## src/sv/sto_pkg.sv

```systemverilog
package sto_pkg;

   localparam int BAR_PRICE_W = 32;
   localparam int DATE_W      = 63;
   localparam int PCT_W       = 15;
   localparam int KLEN_RAW_W  = 7;
   localparam int DLEN_RAW_W  = 5;
   localparam int CSR_DATA_W  = 7;

   localparam int MAX_K_WINDOW_DEF = 64;
   localparam int MAX_D_LENGTH_DEF = 16;
   localparam int PRICE_BITS_DEF   = 32;

   localparam logic [KLEN_RAW_W-1:0] KLEN_RESET = 7'd14;
   localparam logic [DLEN_RAW_W-1:0] DLEN_RESET = 5'd3;

   localparam logic [PCT_W-1:0] FULL_SCALE = 15'd25600;
   localparam logic [PCT_W-1:0] HALF_SCALE = 15'd12800;

   typedef enum logic [0:0] {
      CSR_K_WINDOW = 1'b0,
      CSR_D_LENGTH = 1'b1
   } csr_index_type;

   typedef struct packed {
      logic [BAR_PRICE_W-1:0] bar_high;
      logic [BAR_PRICE_W-1:0] bar_low;
      logic [BAR_PRICE_W-1:0] bar_close;
      logic [DATE_W-1:0]      date_tag;
   } bar_in_type;

   typedef struct packed {
      logic [DATE_W-1:0] result_date;
      logic [PCT_W-1:0]  k_percent;
      logic              k_ok;
      logic [PCT_W-1:0]  d_percent;
      logic              d_ok;
   } bar_out_type;

endpackage

```

## src/sv/sto_div.sv

```systemverilog
module sto_div import sto_pkg::*; #(
   parameter int NUM_W = 47,
   parameter int DEN_W = 32
) (
   input  logic             clock,
   input  logic             reset,
   input  logic             start,
   input  logic [NUM_W-1:0] dividend,
   input  logic [DEN_W-1:0] divisor,
   output logic             done,
   output logic [PCT_W-1:0] quotient
);

   localparam int EXT_W = (NUM_W > DEN_W + PCT_W) ? NUM_W : DEN_W + PCT_W;
   localparam int CNT_W = $clog2(PCT_W);

   logic [EXT_W-1:0] rem_ff, rem_in;
   logic [EXT_W-1:0] dsh_ff, dsh_in;
   logic [PCT_W-1:0] q_ff, q_in;
   logic [CNT_W-1:0] cnt_ff, cnt_in;
   logic             busy_ff, busy_in;
   logic             done_ff, done_in;
   logic             ge;

   assign ge = (rem_ff >= dsh_ff);

   always_comb begin
      rem_in  = rem_ff;
      dsh_in  = dsh_ff;
      q_in    = q_ff;
      cnt_in  = cnt_ff;
      busy_in = busy_ff;
      done_in = 1'b0;
      if (start) begin
         rem_in  = EXT_W'(dividend);
         dsh_in  = EXT_W'(divisor) << (PCT_W - 1);
         q_in    = '0;
         cnt_in  = '0;
         busy_in = 1'b1;
      end else if (busy_ff) begin
         rem_in = ge ? (rem_ff - dsh_ff) : rem_ff;
         dsh_in = dsh_ff >> 1;
         q_in   = {q_ff[PCT_W-2:0], ge};
         cnt_in = cnt_ff + CNT_W'(1);
         if (cnt_ff == CNT_W'(PCT_W - 1)) begin
            busy_in = 1'b0;
            done_in = 1'b1;
         end
      end
   end

   always_ff @(posedge clock) begin
      if (reset) begin
         busy_ff <= 1'b0;
         done_ff <= 1'b0;
         cnt_ff  <= '0;
      end else begin
         busy_ff <= busy_in;
         done_ff <= done_in;
         cnt_ff  <= cnt_in;
      end
      rem_ff <= rem_in;
      dsh_ff <= dsh_in;
      q_ff   <= q_in;
   end

   assign done     = done_ff;
   assign quotient = q_ff;

endmodule
```

## config.mk

```make
export PLATFORM = sky130hd
export DESIGN_NAME = sto_div
export DESIGN_NICKNAME = d
export VERILOG_FILES = /design/src/sv/sto_pkg.sv /design/src/sv/sto_div.sv
export SDC_FILE = /design/constraint.sdc
export NUM_CORES = 1
export LEC_CHECK = 0
export ABC_CLOCK_PERIOD_IN_PS = 3340
export BUFFER_PORTS_ARGS = -buffer_cell sky130_fd_sc_hd__buf_4
export CORE_AREA = 8 8 145 147
export DETAILED_ROUTE_END_ITERATION = 6
export DIE_AREA = 0 0 153 155
export PLACE_DENSITY = 0.68
export SLEW_MARGIN = 5
export SYNTH_ARGS = -nofsm -noshare
export SYNTH_HDL_FRONTEND = slang
export SYNTH_SLANG_ARGS = --single-unit
```

## constraint.sdc

```tcl
create_clock -name clock -period 3.34 [get_ports clock]
set_input_delay 0.501 -clock clock [delete_from_list [all_inputs] [get_ports clock]]
set_output_delay 0.501 -clock clock [all_outputs]
set_load 0.03 [all_outputs]
```

==> Word level (Yosys, flattened, before mapping) <==
Index checks and enable logic that the tools add are counted.
Widths: inputs -> output; s select.
{ "totals": {"input_bits": 82, "word_cells": 26, "rom_bits": 0, "latchBits": 0, "register_bits": 114, "ramBits": 0, "mem_count": 0} }
{ "classes": {"div_mod_pow": 0, "n_shift": 0, "n_addsub": 2, "magnitude_cmp": 1, "n_reduce_logical": 5, "n_mul": 0, "muxes": 9, "n_bitwise": 1, "eq_ne": 1} }
{ "ops": {"columns": ["cell", "count"], "rows": [
  ["$mux 47", 3],
  ["$mux 46", 2],
  ["$ge 47x46->1", 1],
  ["$sub 47x46->47", 1],
  ["$add 4x1->4 const B", 1],
  ["$eq 4x4->1 const B", 1],
  ["$mux 1", 4],
  ["$reduce_bool 2->1", 2],
  ["$reduce_or 3->1", 1],
  ["$reduce_and 2->1", 1],
  ["$reduce_or 2->1", 1],
  ["$not 1->1", 1]
]} }

==> Logic depth before layout (Yosys ltp) <==
Gate-level depths: netlist of run 1.
{ "depth": {"depth_word": 4, "depth_mapped": 12, "ltp_nobuf": 12} }

==> Least setup slack after synthesis of run 1 <==
OpenSTA, ideal clock, no wires.
{ "synth_timing": {"path_kind": "register to register", "from": "register rem_ff[9]", "to": "register rem_ff[0] (enable)", "synth_period_minus_slack_ns": 3.678, "arrival_time_ns": 3.275, "path_stages_with_launch": 11, "path_slack_ns": -0.338, "setup_time_ns": 0.403, "cell_sequence": "edfxtp_1 -> ha_1 -> buf_2 -> nand2_1 -> o21ai_0 -> nor2_1 -> a2111oi_4 -> o211ai_2 -> a31o_1 -> o31ai_1 -> a21o_1"} }
{ "synth_between": {"elab_chain_len": 3} }
{ "synth_rtl": {"columns": ["item", "line_no", "text"], "rows": [
  ["from (decl)", "sto_div.sv:17", "logic [EXT_W-1:0] rem_ff, rem_in;"],
  ["from (signal assigned)", "sto_div.sv:62", "rem_ff <= rem_in;"],
  ["$ge 47x46->1", "sto_div.sv:25", "assign ge = (rem_ff >= dsh_ff);"],
  ["$reduce_bool 2->1 (no line)", null, null],
  ["$reduce_and 2->1 (no line)", null, null]
]} }
Every way passes these cells.
A chain may end at the register's enable or synchronous reset.

==> Worst setup path after layout of run 1 <==
{ "layout_timing": {"from": "register dsh_ff[8]", "to": "register rem_ff[33] (enable)"} }
{ "layout_between": {"elab_chain_len": 3} }
{ "layout_rtl": {"columns": ["item", "line_no", "text"], "rows": [
  ["from (decl)", "sto_div.sv:18", "logic [EXT_W-1:0] dsh_ff, dsh_in;"],
  ["from (signal assigned)", "sto_div.sv:63", "dsh_ff <= dsh_in;"],
  ["$ge 47x46->1", "sto_div.sv:25", null],
  ["$reduce_bool 2->1 (no line)", null, null],
  ["$reduce_and 2->1 (no line)", null, null]
]} }
Every way passes these cells.

==> metrics, run 1 <==
Filler cells=1812; Fin. Hold Viols=0; vias in the first global route=6131; Port-buffer cells=97; Design Power=6.500 mW; Yosys warnings=0; Worst Hold Depth=2; initial DRC count=611; Max Slew Vio Count=0; number of nets with antenna violations after routing=0; Worst R2R End=rem_ff[33]; DR pass1 iterations=7; period utilization=95.05%; Synth Cell Area=7390 sq um; Final Critical Period=3.175 ns; via/cell ratio=5.441; WP data arrival=3.30 ns; hold endpoint=busy_ff; skew final=0.01190 ns; status=completed; R2R setup slack=0.17 ns; CTS tree=done; drt wl/cell=17.01 microns; LEAKAGE=3.778 nW; Antenna diodes=0; # DRC=0; IO Pins=98; clk buf depth=2; EDFF count, synth=79; worst IR drop on VDD=373.8 uV; Remaining Overflow, GRT=0; DR vias=6273; Post-synth top flop=edfxtp_1; Synth Net Count=939; Slew @ Worst Pin=0.9191 ns; leading cell type in the layout, fill and taps excluded=buf_4; final setup fails=0; asr flop ratio synth=0%; share of cells above drive strength 1=19.56%; post-synthesis cell count=808; CORE AREA=18950 sq um; critical path startpoint category=flip-flop; CP endpoint kind=flip-flop; synthesis-stage register bit count=114; number of buffers created by CTS=17; sequential fraction of the synthesis area=41.58%; global-route wire length before repair=30690 microns; Placer Congestion=0.8965; die height=155 microns; Worst EP required=3.47 ns; Max Cap Viol=0; critical path, cell by cell=inv_1 > ha_2 > and2_1 > o2111ai_1 > o21bai_2 > a2111oi_4 > o211ai_2 > a31o_4 > o31ai_4 > a21o_4 > buf_12; setup slack after layout=0.1653 ns; die area=23720 sq um; Synth cell types=65; clock-pin slew on the worst setup and hold paths=0.06 ns; largest net degree at the start of global routing=59; clock root buffer=clkbuf_16; Pwr per Cell Area=710.2 nW/um^2; Skew-Pair Late Insertion Delay=0.43 ns; Crit Path Class=reg2reg; aggregate global-route resource usage=15.98%; Final TNS setup=0 ns; initial antenna violation count=0; Avg Cell Area, Syn=9.146 sq um; final net count=1033; crit-path max cell delay=0.41 ns; commonest non-fill, non-tap cells in the layout=buf_4 (113), nand2_1 (101), edfxtp_1 (79); DIE WIDTH=153 microns; post-DP HPWL=14250 microns; area grow syn2layout=23.86%; row cnt=51; CTS sink count=114; reg2reg path depth=11; dpl ws=0.08107 ns; Critical-path top delay cell=a2111oi_4; RR Startpoint=dsh_ff[8]; Rel. slew slack=38.50%; Initial Util=38.99%; hold bufs inserted after CTS=0; Post-Route WL=19620 microns; fmax=315.0 MHz; unrepaired setup endpoints after global routing=no; Worst Path Max Fanout=13; min-delay worst type=in2reg; CTS H-tree depth=4; worst hold path startpoint=reset
worst max-delay path: cells and delay by family, from the launching register on:
kind                       cells  cell delay (ns)
and+or+nand+nor                1             0.18
DFF                            1             0.34
buffers and inverters          2             0.23
adders and majority gates      1             0.37
AOI/OAI and AO/OA              7             1.74
sequential cells by signal, indices dropped and copies added (netlist names):
register and count:
done 1, busy_ff 1, dsh_ff 46, rem_ff 47, cnt_ff 4, quotient 15
per-layer routing:
layer | routed length [microns] | GRT usage [%] | part of all wire, % | vias to the layer above
met2 | 8972 | 25.42 | 46 | 201
li1 | - | - | - | 3112
met4 | 301 | 5.372 | 1.5 | 0
met1 | 9236 | 20.92 | 47 | 2940
met3 | 1106 | 3.967 | 5.6 | 20
met5 | 0 | 0 | 0 | -
how the worst max path moves through the flow:
stage | from | endpoint | slack, ns | depth (start not counted)
4_1_cts | dsh_ff[8] | rem_ff[15] | 0.06 | 11
5_1_grt | dsh_ff[6] | rem_ff[29] | 0.002 | 11
3_3_place_gp | dsh_ff[8] | rem_ff[25] | 0.19 | 11
2_1_floorplan | rem_ff[9] | rem_ff[0] | 0.06 | 10
3_5_place_dp | dsh_ff[10] | rem_ff[24] | 0.08 | 11
6_report | dsh_ff[8] | rem_ff[33] | 0.17 | 11
Yosys cell counts, types with 6 or more instances:
master / number / area, sq um
nand4_1: 15 / 93.84
buf_1: 6 / 22.52
inv_1: 61 / 229.0
dfxtp_1: 35 / 700.7
o21bai_1: 12 / 90.09
a22o_1: 13 / 113.9
a211oi_1: 11 / 82.58
nand2_1: 101 / 379.1
nand2b_1: 6 / 37.54
ha_1: 48 / 600.6
o211ai_1: 7 / 52.55
xor2_1: 16 / 140.1
clkbuf_1: 32 / 120.1
a21o_1: 21 / 157.7
xnor2_1: 25 / 219.0
mux2i_1: 28 / 280.3
nor2_1: 65 / 244.0
a21oi_1: 57 / 285.3
nand3_1: 6 / 30.03
o31ai_1: 21 / 157.7
o21ai_0: 66 / 330.3
edfxtp_1: 79 / 2372
cell type report:
class / count / area (sq um) / share of cell area [%]
repair buffers: 119 / 960.9 / 10.50
well taps: 238 / 297.8 / 3.254
multi-input cells: 588 / 3958 / 43.24
inverters: 62 / 232.7 / 2.543
clock inverters: 12 / 140.1 / 1.531
clock buffers: 20 / 489.2 / 5.345
flip-flops and latches: 114 / 3074 / 33.59
power by group:
| group | internal (mW) | switching, mW |
|---|---|---|
| Clock | 1.22 | 0.715 |
| Sequential | 1.81 | 0.0880 |
| Combinational | 1.11 | 1.56 |
| Total | 4.14 | 2.36 |
cells by family after synthesis:
logic type,count (synthesis),synth area share [%]
buffers and inverters,106,5.486
DFF,114,41.58
adders and majority gates,49,8.398
muxes,31,4.250
and+or+nand+nor,224,13.61
xor gates and xnor gates,41,4.859
AOI/OAI and AO/OA,243,21.81
stage by stage:
step / hold slack, ns / util (%) / std cells / area (sq um)
floorplan: 0.4621 / - / 808 / 7391
global placement: 0.4769 / 44.31 / 1116 / 8398
detailed placement: 0.4877 / 44.31 / 1116 / 8398
CTS: 0.2030 / 47.63 / 1148 / 9027
global route: 0.2025 / 48.29 / 1153 / 9153
finish: 0.2192 / 48.29 / 1153 / 9153
what timing repair did:
item / CTS / global route
buffers inserted: 0 / 1
endpoints found under the setup margin: 0 / 48
gates resized for setup: 0 / 11
hold endpoints to repair: 0 / 0
Power figures use the tool's default switching activity.
==> run 2, diff against run 1 <==
--- a/config.mk
+++ b/config.mk
@@ -6,7 +6,7 @@
 export NUM_CORES = 1
 export LEC_CHECK = 0
 export ABC_CLOCK_PERIOD_IN_PS = 3340
-export BUFFER_PORTS_ARGS = -buffer_cell sky130_fd_sc_hd__buf_4
+export BUFFER_PORTS_ARGS = -buffer_cell sky130_fd_sc_hd__buf_2
 export CORE_AREA = 8 8 145 147
 export DETAILED_ROUTE_END_ITERATION = 6
 export DIE_AREA = 0 0 153 155
==> run 2 against run 1 <==
Clock skew grew 0.0040 ns. Via count shrank 2.0%. Clock power shrank 7%. Routed wire length shrank 4.2%. Global-route usage shrank 0.095 points. Utilization shrank 1.8 points. Worst hold slack gained 0.020 ns. Non-clock buffer count shrank 4. Clock-buffer cell count grew 3. Register-to-register slack lost 0.02 ns. Combinational power shrank 3%. Critical endpoint is now rem_ff[11].
==> metrics, run 2 (same netlist as run 1, synthesis figures left out) <==
status=completed; Max Slew Vio Count=0; clock-pin slew on the worst setup and hold paths=0.06 ns; Post-Route WL=18800 microns; CTS tree=done; post-DP HPWL=13990 microns; Remaining Overflow, GRT=0; CP bufs+invs=1; die height=155 microns; IO Pins=98; Initial Util=38.99%; DIE WIDTH=153 microns; unrepaired setup endpoints after global routing=no; LEAKAGE=3.662 nW; leading cell type in the layout, fill and taps excluded=nand2_1; aggregate global-route resource usage=15.88%; drt wl/cell=16.36 microns; Port-buffer cells=97; via/cell ratio=5.352; final net count=1029; period utilization=95.77%; commonest non-fill, non-tap cells in the layout=nand2_1 (101), buf_2 (96), edfxtp_1 (79); # DRC=0; fmax=312.6 MHz; Rel. slew slack=34.41%; Max Cap Viol=0; Design Power=6.281 mW; Top reg by flops=rem_ff; critical path startpoint category=flip-flop; setup slack after layout=0.1412 ns; die area=23720 sq um; DR pass1 iterations=5; Design Area, Final=8802 sq um; global-route wire length before repair=30530 microns; CTS sink count=114; Fin. Hold Viols=0; CTS H-tree depth=4; share of cells above drive strength 1=19.10%; non-filler instance count after layout=1149; final setup fails=0; clock root buffer=clkbuf_16; DP Cell Count=1116; hold bufs inserted after CTS=0; area grow syn2layout=19.12%; worst IR drop on VDD=402.2 uV; Worst EP required=3.45 ns; crit-path leading delay family=compound AO/OA/AOI/OAI gates; DR vias=6150; Util after Layout=46.44%; Final Critical Period=3.199 ns; number of buffers created by CTS=17; placed cell area=8158 sq um; dpl ws=0.07536 ns; WP data arrival=3.31 ns; Placer Congestion=0.8747; critical path, cell by cell=ha_2 > and2_1 > o2111ai_1 > o21bai_2 > a2111oi_4 > o211ai_2 > a31o_4 > o31ai_2 > a21o_2 > buf_12; Hold WS=0.2396 ns; row cnt=51; largest net degree at the start of global routing=47; CORE AREA=18950 sq um; skew final=0.01586 ns; number of nets with antenna violations after routing=0; vias in the first global route=6100; Slew @ Worst Pin=0.9802 ns; CP endpoint kind=flip-flop; initial DRC count=504; Final TNS setup=0 ns; Worst Path Max Fanout=22; Antenna diodes=0; crit-path max cell delay=0.42 ns; Skew-Pair Late Insertion Delay=0.42 ns; Critical-path top delay cell=a2111oi_4; initial antenna violation count=0; clk buf depth=2; max reg flops=47; min-delay worst type=in2reg; Crit Path Class=reg2reg; Pwr per Cell Area=713.6 nW/um^2
==> run 2: routing by layer <==
layer	wire length [microns]	GRT usage, %	vias up
met2	8493	26.00	166
met3	783	3.273	31
met4	369	5.042	0
li1	-	-	3094
met5	0	0	-
met1	9155	20.73	2859
==> run 2: worst paths after layout <==
path,from,endpoint,slack (ns),depth (start not counted)
min reg2reg,quotient[14],quotient[14],0.49,2
max reg2reg,rem_ff[8],rem_ff[11],0.14,10
min,reset,busy_ff,0.24,2
max,rem_ff[8],rem_ff[11],0.14,10
==> run 2: worst reg2reg max path: stages (launching register included) <==
cell and delay (ns):
edfxtp_1 0.39, ha_2 0.39, and2_1 0.17, o2111ai_1 0.13, o21bai_2 0.26, a2111oi_4 0.42
o211ai_2 0.16, a31o_4 0.28, o31ai_2 0.26, a21o_2 0.23, buf_12 0.19
==> run 2: area by class of cell <==
| type | instances | area [sq um] |
|---|---|---|
| Timing Repair Buffer | 115 | 648.1 |
| Multi-Input combinational cell | 588 | 3953 |
| Clock buffer | 23 | 533.0 |
| Sequential cell | 114 | 3074 |
| Tap cell | 238 | 297.8 |
| Fill cell | 1856 | 10150 |
| Inverter | 62 | 232.7 |
| Clock inverter | 9 | 63.81 |
==> run 2: timing repair <==
item,4_1_cts,5_1_grt
resized for setup,0,8
buffers inserted,0,1
setup endpoints to repair,0,53
==> run 2: report_power, final <==
part / total, mW / internal, mW / switching (mW)
logic: 2.59 / 1.06 / 1.53
registers: 1.90 / 1.81 / 0.0862
clock network: 1.80 / 1.13 / 0.670
